`config.mk`:
```
export PLATFORM = sky130hd
export DESIGN_NAME = dgt_queue
export DESIGN_NICKNAME = d
export VERILOG_FILES = /design/src/hdl/dgt_pkg.sv /design/src/hdl/dgt_queue.sv
export VERILOG_INCLUDE_DIRS = /design/src /design/src/hdl
export SDC_FILE = /design/constraint.sdc
export NUM_CORES = 1
export LEC_CHECK = 0
export ABC_AREA = 1
export BUFFER_PORTS_ARGS = -buffer_cell sky130_fd_sc_hd__buf_2
export CAP_MARGIN = 20
export CORE_MARGIN = 3
export CORE_UTILIZATION = 55
export DETAILED_ROUTE_END_ITERATION = 10
export GPL_TIMING_DRIVEN = 1
export HOLD_SLACK_MARGIN = 0.12
export PLACE_DENSITY = 0.86
export RECOVER_POWER = 50
export SETUP_SLACK_MARGIN = 0.05
export SKIP_LAST_GASP = 1
export SLEW_MARGIN = 0
export SYNTH_ARGS = -nofsm -noshare
export SYNTH_HDL_FRONTEND = slang
export SYNTH_SLANG_ARGS = --single-unit
```
`constraint.sdc`:
```
create_clock -name clock -period 7.5 [get_ports clock]
set_clock_uncertainty 0.1 [all_clocks]
set_input_delay 1.125 -clock clock [delete_from_list [all_inputs] [get_ports clock]]
set_output_delay 1.125 -clock clock [all_outputs]
set_load 0.02 [all_outputs]
```
`src/hdl/assert_macros.svh`:
```
// Assertion macros shared by the depth grid triangulator modules.
// Each macro samples on the rising edge of clock and is disabled while reset is high.
`ifndef ASSERT_MACROS_SVH
`define ASSERT_MACROS_SVH

// Check that an expression holds at every clock edge.
`define ASSERT_ALWAYS(label, expr, msg) \
   label: assert property (@(posedge clock) disable iff (reset) (expr)) else $error(msg);

// Check that a consequent holds in the same cycle as its antecedent.
`define ASSERT_IMPLIES(label, ante, cons, msg) \
   label: assert property (@(posedge clock) disable iff (reset) (ante) |-> (cons)) \
      else $error(msg);

// Check that a consequent holds in the cycle after its antecedent.
`define ASSERT_NEXT(label, ante, cons, msg) \
   label: assert property (@(posedge clock) disable iff (reset) (ante) |=> (cons)) \
      else $error(msg);

`endif

```
`src/hdl/dgt_pkg.sv`:
```
// Shared types, constants and the depth-to-z table of the depth grid triangulator.
// No dependencies; imported by the front, queue, back and top level modules.
`timescale 1ns / 1ps

package dgt_pkg;

   // default sizes and fixed field widths
   localparam int DEF_MAX_WIDTH = 1024;
   localparam int DEF_MAX_PITCH = 64;
   localparam int MAX_HEIGHT    = 1024;
   localparam int ALPHA_W       = 8;
   localparam int DIM_W         = 11;
   localparam int PITCH_REG_W   = 7;
   localparam int ROW_W         = 10;
   localparam int X2_W          = 11;
   localparam int Z_W           = 18;
   localparam int CSR_INDEX_W   = 2;
   localparam int CSR_DATA_W    = 11;
   localparam int QUEUE_DEPTH   = 2;
   localparam int MIN_DIM       = 2;
   localparam int MIN_PITCH     = 1;

   // register values after reset
   localparam int RESET_WIDTH  = 640;
   localparam int RESET_HEIGHT = 480;
   localparam int RESET_PITCH  = 5;

   // depth mapping: z = round(alpha * Z_SCALE / Z_DIV) - Z_OFFSET
   localparam int Z_SCALE   = 245760;
   localparam int Z_DIV     = 255;
   localparam int Z_ROUND   = 127;
   localparam int Z_OFFSET  = 122880;
   localparam int Z_ENTRIES = 256;

   typedef enum logic [CSR_INDEX_W-1:0] {
      CSR_IMAGE_WIDTH  = 2'd0,
      CSR_IMAGE_HEIGHT = 2'd1,
      CSR_GRID_PITCH   = 2'd2
   } csr_index_type;

   // order of the six vertices of a quad: nw,ne,se then nw,se,sw
   typedef enum logic [2:0] {
      SLOT_NW0 = 3'd0,
      SLOT_NE  = 3'd1,
      SLOT_SE0 = 3'd2,
      SLOT_NW1 = 3'd3,
      SLOT_SE1 = 3'd4,
      SLOT_SW  = 3'd5
   } vert_slot_type;

   typedef logic [Z_W-1:0] z_table_type [Z_ENTRIES];

   // build the alpha to fixed point z table at elaboration
   function automatic z_table_type build_z_table();
      z_table_type tab;
      int          i;
      int          q;
      for (i = 0; i < Z_ENTRIES; i++) begin
         q      = (i * Z_SCALE + Z_ROUND) / Z_DIV;
         tab[i] = Z_W'(q - Z_OFFSET);
      end
      return tab;
   endfunction

   localparam z_table_type Z_TABLE = build_z_table();

endpackage

```
`src/hdl/dgt_queue.sv`:
```
// Small FIFO that decouples quad forming from vertex output.
// Depends on dgt_pkg for its default depth and on assert_macros.svh.
`timescale 1ns / 1ps
`include "assert_macros.svh"

module dgt_queue
   import dgt_pkg::*;
#(
   parameter int DATA_W = 64,
   parameter int DEPTH  = QUEUE_DEPTH
) (
   input  logic              clock,
   input  logic              reset,
   input  logic              push_valid,
   output logic              push_ready,
   input  logic [DATA_W-1:0] push_data,
   output logic              pop_valid,
   input  logic              pop_ready,
   output logic [DATA_W-1:0] pop_data
);

   localparam int PTR_W = (DEPTH > 1) ? $clog2(DEPTH) : 1;
   localparam int CNT_W = $clog2(DEPTH + 1);

   logic [DATA_W-1:0] data_ff [DEPTH];
   logic [PTR_W-1:0]  wr_ptr_ff;
   logic [PTR_W-1:0]  rd_ptr_ff;
   logic [CNT_W-1:0]  count_ff, count_in;
   logic              push_en;
   logic              pop_en;

   assign push_ready = (count_ff != CNT_W'(DEPTH));
   assign pop_valid  = (count_ff != '0);
   assign push_en    = push_valid && push_ready;
   assign pop_en     = pop_valid && pop_ready;
   assign pop_data   = data_ff[rd_ptr_ff];

   always_comb begin
      count_in = count_ff;
      if (push_en && !pop_en) begin
         count_in = count_ff + CNT_W'(1);
      end else if (pop_en && !push_en) begin
         count_in = count_ff - CNT_W'(1);
      end
   end

   // advance pointers and fill count
   always_ff @(posedge clock) begin
      if (reset) begin
         wr_ptr_ff <= '0;
         rd_ptr_ff <= '0;
         count_ff  <= '0;
      end else begin
         count_ff <= count_in;
         if (push_en) begin
            wr_ptr_ff <= (32'(wr_ptr_ff) == DEPTH - 1) ? '0 : wr_ptr_ff + PTR_W'(1);
         end
         if (pop_en) begin
            rd_ptr_ff <= (32'(rd_ptr_ff) == DEPTH - 1) ? '0 : rd_ptr_ff + PTR_W'(1);
         end
      end
   end

   // store entries
   always_ff @(posedge clock) begin
      if (push_en) begin
         data_ff[wr_ptr_ff] <= push_data;
      end
   end

   `ASSERT_ALWAYS(a_count_bound, 32'(count_ff) <= DEPTH,
      "queue fill count beyond its depth")
   `ASSERT_NEXT(a_push_counts, push_en && !pop_en, count_ff != '0,
      "queue empty right after a push")

endmodule

```
==> results of run 1 <==
==> layout by cell type, fill, tap and decap left out <==
cell type and n:
mux2_2 4, inv_6 5, o21ai_0 2, clkinv_8 1, nand4_1 1, dfxtp_4 1
mux2_4 60, inv_1 8, ha_1 1, a21oi_1 2, clkbuf_8 1, edfxtp_1 128
buf_2 96, nand3_1 2, buf_4 1, clkbuf_1 38, nor2_1 5, bufinv_16 4
clkinv_4 2, dfxtp_1 4, clkinvlp_4 3, clkbuf_16 16, nor2_4 2, nand2_1 9
buf_16 1
==> tightest hold or removal path, stage by stage, from the launching register on <==
cell and delay, ps:
dfxtp_1 330, a21oi_1 50, nor2_1 90
==> layout make-up <==
cell class              instances  area (um2)
flip-flops and latches        133        3948
multi-input cells              88        1070
clock inverters                15       220.2
fillers                       571        2459
clock buffers                  17       414.1
well taps                     108       135.1
inverters                       8       30.03
repair buffers                136       658.1
==> per-stage QoR <==
stage	utilization	instance area (um2)	setup WS (ps)	hold WS, ps	instances
6_report	0.7248	6475	3420	404.5	505
5_1_grt	0.7248	6475	3093	446.0	505
4_1_cts	0.7304	6525	4180	412.6	505
3_5_place_dp	0.6594	5891	4750	398.8	473
3_3_place_gp	0.6563	5863	4534	370.7	472
2_1_floorplan	-	5160	3014	364.5	236
==> sequential cells by signal, summed over array words and instances (netlist names), named ones only <==
name / count
rd_ptr_ff: 1
wr_ptr_ff: 1
count_ff: 2
data_ff: 128
==> final timing paths <==
| kind | from | to | slack (ps) | depth (start not counted) |
|---|---|---|---|---|
| setup / recovery | push_valid | data_ff[0][23]$_DFFE_PP_ | 3420 | 4 |
| hold / removal | rd_ptr_ff$_SDFFE_PP0P_ | rd_ptr_ff$_SDFFE_PP0P_ | 400 | 2 |
| setup reg to reg | count_ff[0]$_SDFFE_PP0P_ | data_ff[0][23]$_DFFE_PP_ | 3600 | 5 |
| hold reg to reg | rd_ptr_ff$_SDFFE_PP0P_ | rd_ptr_ff$_SDFFE_PP0P_ | 400 | 2 |
==> layer usage <==
layer | track usage | wire length, um | vias up | part of all wire
met3 | 0.05683 | 467 | 10 | 0.054
met1 | 0.1859 | 3371 | 1285 | 0.39
met4 | 0.06873 | 106 | 0 | 0.012
li1 | - | - | 1210 | -
met5 | 0 | 0 | - | 0
met2 | 0.3093 | 4710 | 89 | 0.54
==> power groups by stage <==
stage | clock network (mW) | logic [mW] | registers [mW]
3_5_place_dp | 0 | 0.590 | 1.01
2_1_floorplan | 0 | 0.475 | 0.984
3_3_place_gp | 0 | 0.546 | 1.03
6_report | 0.863 | 0.580 | 0.998
4_1_cts | 0.881 | 0.594 | 0.992
5_1_grt | 0.915 | 0.626 | 1.01
==> cell families (layout without fill, tap and decap cells) <==
group           count (synthesis)  count (layout)  synth area share
buf+inv                        15             176           0.03128
simple gates                   19              19           0.01479
fa+ha+maj                       1               1          0.002424
compound gates                  4               4          0.003880
flops                         133             133            0.7643
mux                            64              64            0.1833
==> out/results.txt, run 1 <==
CTS Root Cell - clkbuf_8
Setup violations, final - 0
Post-synth EDFFs - 128
Setup CP Type - input port to flop
CTS Buffer Depth - 2
CP max stage cell - clkbuf_1
Avg Vias per Cell - 5.137
RSZ-0062 raised after global routing - no
initial DRC count - 141
Syn Area/Cell - 21.86 um2
ANT cells - 0
GRT Util Overall - 0.1716
max_slew headroom - -1.388
Setup Fix Bufs, Post-CTS - 0
Starting Density - 0.5776
type of the most critical hold path - flop to flop
final slew viol count - 65
Final Power - 2.441 mW
leakage power - 2.513 nW
Int Pwr - 1.755 mW
largest net degree at the start of global routing - 65
Fmax - 0.2451 GHz
die area - 10580 um2
Period minus WS final - 4080 ps
drt drc - 0
CTS tree - yes
#FFs+latches synth - 133
leading area contributor after synthesis - edfxtp_1
total of max-cap violations - 1
top-count cell post-synth - edfxtp_1
Synth async-reset ratio - 0
failing checks - capacitance limit, slew limit
Switching Share - 0.2813
first-pass GRT wire length - 13250 um
Clk Latency, worst-skew pair - 490 ps
Row Count - 34
Placer Congestion - 0.6656
die width - 102.9 um
combinational share of power - 0.238
die height - 102.9 um
Core ar. - 8934 um2
share of power burned in registers - 0.409
Layout area overhead - 25.48%
syn nets - 305
grt ovf - 0
Synth Instances - 236
CTS clock-pin slew for the worst setup and hold paths - 60 ps
IO Count - 134
vias in the first global route - 2815
synthesized area - 5160 um2
CP cell instances - buf_2, nand2_1, nor2_4, clkbuf_1
setup TNS - 0 ps
Clock Sinks - 133
Top FF cell, synth - edfxtp_1
VDD IR max - 0.2046 mV
Inserted Clock Buffers - 17
final wirelength - 8655 um
crit start category - input port
Ys Warns - 0
Distinct cells, synth - 14
worst-path maximum fanout - 64
register area share after synthesis - 0.7643
power per cell area - 377.1 nW/um2
antenna violations before repair - 0
Critical Path RT - 7430 ps
hold buffers post-CTS - 0
Antenna Violating Nets Remaining - 0
H-tree depth - 4
crit-path max cell delay - 2520 ps
Area contributors post-synth - edfxtp_1, mux2_4, buf_12
cell family with most CP delay - buffers and inverters
vias - 2594
dpl hpwl - 5390 um
crit end category - flop
status - finished with violations
Tcrit/Tclk final - 0.5440
clock network fraction of total power - 0.354
nets - 453
Synth top area share - 0.7449
CP arrival - 4000 ps
share of cells above drive strength 1 - 0.4962
Final Hold Vio Count - 0
top cells by count, synth - edfxtp_1, mux2_4, nand2_1
Port Buffers - 133
Worst-Margin Slew - 3582 ps
NetSw - 686.8 uW
drt wl/cell - 17.14 um
worst path bufs/invs - 2
DR pass1 iterations - 4
post_cts resized - 0
(Power assumes the default switching activity.)
==> inputs of run 2 (changes only) <==
Settings changed: CORE_UTILIZATION 55 to 47, PLACE_DENSITY 0.86 to 0.78.
Clock period 7.5 ns to 3.3 ns, I/O delays scaled along.
==> out/results.txt, run 2 (synthesis results as in run 1) <==
status - finished with violations
failing checks - capacitance limit, slew limit
crit-path max cell delay - 640 ps (-1880 ps)
setup TNS - 0 ps (unchanged)
vias - 2858 (+10%)
Layout area overhead - 36.42%
type of the most critical hold path - input port to flop
hold path start - reset
die area - 12270 um2 (+16%)
Core ar. - 10510 um2 (+18%)
CTS clock-pin slew for the worst setup and hold paths - 60 ps (about the same)
vias in the first global route - 3177 (+13%)
power per cell area - 757.1 nW/um2 (+100%)
Placer Congestion - 0.6689 (+0.50%)
most common cell after layout, fill and taps aside - edfxtp_1
DR pass1 iterations - 4 (unchanged)
max_slew headroom - -0.1063 (+1.282)
GRT Util Overall - 0.1661 (-0.005453)
crit start category - flop
Critical Path RT - 2700 ps (-4730 ps)
Setup CP Type - flop to output port
Port Buffers - 133 (unchanged)
post_cts resized - 0 (unchanged)
CP cell instances - buf_12, mux2_2, buf_2
die width - 110.8 um (+7.7%)
register area - 3948 um2 (unchanged)
CTS tree - yes
commonest cells after routing, fill and taps aside - edfxtp_1, buf_2, dlygate4sd3_1, mux2_4, clkbuf_1
cell family with most CP delay - flip-flops
Worst-Margin Slew - 1659 ps (-1923 ps)
Final Cell Area - 7039 um2 (+8.7%)
multi-input logic area - 1070 um2 (unchanged)
Inserted Clock Buffers - 17 (unchanged)
final slew viol count - 65 (unchanged)
H-tree depth - 4 (unchanged)
Clock Sinks - 133 (unchanged)
Setup Fix Bufs, Post-CTS - 0 (unchanged)
leakage power - 2.695 nW (+7.2%)
dpl hpwl - 5713 um (+6.0%)
drt wl/cell - 16.18 um (-5.6%)
biggest regs - data_ff: 128 flops, count_ff: 2 flops
Reg-to-Reg Start - count_ff[0]$_SDFFE_PP0P_
drt drc - 0 (unchanged)
Hold Path Sink - count_ff[1]$_SDFFE_PP0P_
Final Power - 5.329 mW (+120%)
RSZ-0062 raised after global routing - no
nets - 517 (+14%)
share of cells above drive strength 1 - 0.3948 (-0.1014)
Row Count - 37 (+8.8%)
R2R Setup Slk - 760 ps (-2840 ps)
Final Hold Vio Count - 0 (unchanged)
IO Count - 134 (unchanged)
hold path depth - 4 (+2)
total of max-cap violations - 1 (unchanged)
non-filler cells, final - 597 (+18%)
CP max stage cell - dfxtp_4
final setup margin - 623.5 ps (-2797 ps)
antenna violations before repair - 0 (unchanged)
dpl cell area - 5918 um2 (+0.47%)
grt ovf - 0 (unchanged)
final wirelength - 9658 um (+12%)
max reg flops - 128 (unchanged)
worst r2r path cells - 5 (unchanged)
crit end category - output port
largest net degree at the start of global routing - 65 (unchanged)
dpl cells - 501 (+5.9%)
Critical R2R Capture - data_ff[1][25]$_DFFE_PP_
Avg Vias per Cell - 4.787 (-6.8%)
Setup violations, final - 0 (unchanged)
WHS - 185.0 ps (-219.5 ps)
Filler Cell Count - 733 (+28%)
CP arrival - 2080 ps (-1920 ps)
worst path bufs/invs - 2 (unchanged)
die height - 110.8 um (+7.7%)
worst-path maximum fanout - 41 (-36%)
CTS Root Cell - clkbuf_8
Fmax - 0.3736 GHz
ANT cells - 0 (unchanged)
Tcrit/Tclk final - 0.8111
first-pass GRT wire length - 15660 um (+18%)
Antenna Violating Nets Remaining - 0 (unchanged)
initial DRC count - 147 (+4.3%)
VDD IR max - 0.5173 mV (+150%)
Clk Latency, worst-skew pair - 510 ps (+20 ps)
CTS Buffer Depth - 2 (unchanged)
Finished Core Util - 0.6698 (-0.05495)
Place WS - 1147 ps (-3603 ps)
Starting Density - 0.4910 (-0.08658)
Period minus WS final - 2676 ps
Reg with most FFs - data_ff
run 2: cell types whose count changed in the layout (fill, tap and decap cells not counted), sizes merged:
| cell | before | now |
|---|---|---|
| buf | 98 | 81 |
| bufinv | 4 | 1 |
| clkbuf | 55 | 72 |
| clkinv | 3 | 7 |
| clkinvlp | 3 | 5 |
| dlygate4sd3 | 0 | 64 |
| inv | 13 | 10 |
run 2: worst reg2reg max path: cells and delay by family, from the launching register on:
family        cells  cell delay (ps)
buf+inv           2             1260
simple gates      3              380
flops             1              330
run 2: per-layer routing:
metal	track usage	wire [um]
met4	0.07800	211
met3	0.05186	547
met2	0.2969	5327
met1	0.1783	3571
met5	0	0
run 2: where the power goes:
part	leakage, nW	switching, mW	total, mW	internal, mW
clock	0.254	0.689	1.69	0.998
sequential	1.24	0.106	2.25	2.15
combinational	1.21	0.768	1.39	0.622
total	2.70	1.56	5.33	3.77
run 2: how the worst max path moves through the flow:
stage | to | slack (ps) | depth (start not counted)
after floorplan | data_ff[0][0]$_DFFE_PP_ | -660 | 4
after global routing | pop_data[48] | 530 | 3
after detailed placement | pop_data[48] | 1150 | 3
after CTS | pop_data[48] | 580 | 3
after global placement | pop_data[48] | 1150 | 3
final | pop_data[48] | 620 | 3
run 2: layout make-up:
type                            instances  share of cell area
Multi-Input combinational cell         88              0.1520
Timing Repair Buffer                  200              0.1809
Sequential cell                       133              0.5608
Clock inverter                         15             0.01902
Inverter                                8            0.004266
Tap cell                              136             0.02417
Clock buffer                           17             0.05883
run 2: repair_timing:
item / 4_1_cts / 5_1_grt
endpoints found under the setup margin: 0 / 0
hold buffers: 64 / 0
hold endpoints to repair: 128 / 0
==> inputs of run 3 (changes only) <==
Settings changed: CORE_UTILIZATION 47 to 52, PLACE_DENSITY 0.78 to 0.82.
Clock period 3.3 ns to 2.6 ns, I/O delays scaled along.
==> out/results.txt, run 3 (synthesis results as in run 1) <==
nets - 523 (+1.2%)
worst path bufs/invs - 2 (unchanged)
biggest regs - data_ff: 128 flops, count_ff: 2 flops
largest net degree at the start of global routing - 36 (-45%)
Tcrit/Tclk final - 0.9294
die height - 105.6 um (-4.7%)
CP arrival - 1930 ps (-150 ps)
ANT cells - 0 (unchanged)
Starting Density - 0.5455 (+0.05449)
Worst-Margin Slew - 727.8 ps (-931.7 ps)
Avg Vias per Cell - 4.896 (+2.3%)
Fmax - 0.4138 GHz
Critical Path RT - 2110 ps (-590 ps)
final wirelength - 10350 um (+7.2%)
max reg flops - 128 (unchanged)
total of max-cap violations - 0 (-1)
Clk Latency, worst-skew pair - 490 ps (-20 ps)
most common cell after layout, fill and taps aside - edfxtp_1
Row Count - 35 (-5.4%)
hold buffers post-CTS - 66 (+3.1%)
CP cell instances - buf_12, mux2_2, buf_2
R2R Setup Slk - 340 ps (-420 ps)
crit-path max cell delay - 600 ps (-40 ps)
GRT Util Overall - 0.1981 (+0.03196)
post_cts resized - 0 (unchanged)
worst r2r path cells - 5 (unchanged)
power per cell area - 974.5 nW/um2 (+29%)
Antenna Violating Nets Remaining - 0 (unchanged)
Layout area overhead - 38.22%
Critical R2R Capture - data_ff[1][9]$_DFFE_PP_
dpl cell area - 5977 um2 (+0.99%)
RSZ-0062 raised after global routing - no
type of the most critical hold path - input port to flop
critical path depth - 3 (unchanged)
DR pass1 iterations - 4 (unchanged)
CTS tree - yes
dpl cells - 498 (-0.60%)
Setup CP Type - flop to output port
first-pass GRT wire length - 16590 um (+5.9%)
CTS Buffer Depth - 2 (unchanged)
die area - 11150 um2 (-9.1%)
die width - 105.6 um (-4.7%)
H-tree depth - 4 (unchanged)
crit start category - flop
grt ovf - 0 (unchanged)
status - finished clean
drt drc - 0 (unchanged)
vias - 2908 (+1.7%)
Clock Sinks - 133 (unchanged)
IO Count - 134 (unchanged)
final slew viol count - 0 (-100%)
cell family with most CP delay - flip-flops
Final Power - 6.950 mW (+30%)
CP max stage cell - dfxtp_4
CTS clock-pin slew for the worst setup and hold paths - 50 ps (about the same)
Placer Congestion - 0.6748 (+0.88%)
Core ar. - 9459 um2 (-10%)
max_slew headroom - 0.5148 (+0.6211)
vias in the first global route - 3177 (unchanged)
VDD IR max - 0.5263 mV (+1.8%)
drt wl/cell - 17.43 um (+7.7%)
share of cells above drive strength 1 - 0.3957 (+0.0009050)
Filler Cell Count - 592 (-19%)
dpl hpwl - 5935 um (+3.9%)
crit end category - output port
Inserted Clock Buffers - 17 (unchanged)
Period minus WS final - 2417 ps
Setup Fix Bufs, Post-CTS - 0 (unchanged)
leakage power - 2.759 nW (+2.4%)
antenna violations before repair - 0 (unchanged)
Reg with most FFs - data_ff
Setup violations, final - 0 (unchanged)
Final Cell Area - 7132 um2 (+1.3%)
crit path to - pop_data[48]
initial DRC count - 154 (+4.8%)
Reg-to-Reg Start - count_ff[0]$_SDFFE_PP0P_
Port Buffers - 133 (unchanged)
non-filler cells, final - 594 (-0.50%)
Final Hold Vio Count - 0 (unchanged)
CTS Root Cell - clkbuf_8
commonest cells after routing, fill and taps aside - edfxtp_1, buf_2, dlygate4sd3_1, mux2_4, clkbuf_1
worst-path maximum fanout - 28 (-32%)
[run 3: cell count changes in the layout (fill, tap and decap cells not counted), moves of 2 or more]
| cell | change |
|---|---|
| clkinvlp_4 | -4 |
| buf_12 | +2 |
| buf_4 | +2 |
| bufinv_16 | +2 |
| dlygate4sd3_1 | +2 |
[run 3: layout make-up]
cell class,instances,area [um2],area share
Inverter,8,30.03,0.004211
Clock buffer,17,414.1,0.05807
Sequential cell,133,3948,0.5535
Multi-Input combinational cell,88,1070,0.1500
Timing Repair Buffer,206,1349,0.1891
Tap cell,129,161.4,0.02263
Clock inverter,13,160.2,0.02246
[run 3: worst min-delay path by stage]
stage | to | start | cells past startpoint | slack [ps]
CTS | wr_ptr_ff$_SDFFE_PP0P_ | push_valid | 4 | 260
detailed placement | rd_ptr_ff$_SDFFE_PP0P_ | rd_ptr_ff$_SDFFE_PP0P_ | 2 | 410
global route | wr_ptr_ff$_SDFFE_PP0P_ | push_valid | 4 | 330
floorplan | flop | rd_ptr_ff$_SDFFE_PP0P_ | 2 | 360
finish | wr_ptr_ff$_SDFFE_PP0P_ | push_valid | 4 | 300
global placement | rd_ptr_ff$_SDFFE_PP0P_ | rd_ptr_ff$_SDFFE_PP0P_ | 2 | 380
[run 3: where the power goes]
| group | internal [mW] | switching (mW) |
|---|---|---|
| clock | 1.45 | 0.824 |
| combinational | 0.829 | 1.00 |
| sequential | 2.71 | 0.136 |
| total | 4.99 | 1.96 |
[run 3: worst reg2reg max path, delay by kind of cell (launching register included)]
| family | cells | cell delay, ps |
|---|---|---|
| DFF | 1 | 330 |
| buffers and inverters | 2 | 770 |
| and+or+nand+nor | 3 | 680 |
[run 3: layer usage]
layer  up-vias  wire, um  GRT usage
met5         -         0          0
met3        19       548    0.06675
met2       110      5551     0.3479
met4         0       189    0.08141
met1      1426      4061     0.2205
li1       1353         -          -
[run 3: stage by stage]
stage	setup slack (ps)	hold WS, ps	util	setup TNS [ps]
5_1_grt	84.89	326.9	0.7540	0
3_3_place_gp	700.7	380.2	0.6319	0
4_1_cts	152.8	260.2	0.7624	0
6_report	183.5	298.7	0.7540	0
2_1_floorplan	-310.2	364.5	-	-39700
3_5_place_dp	702.6	409.1	0.6319	0
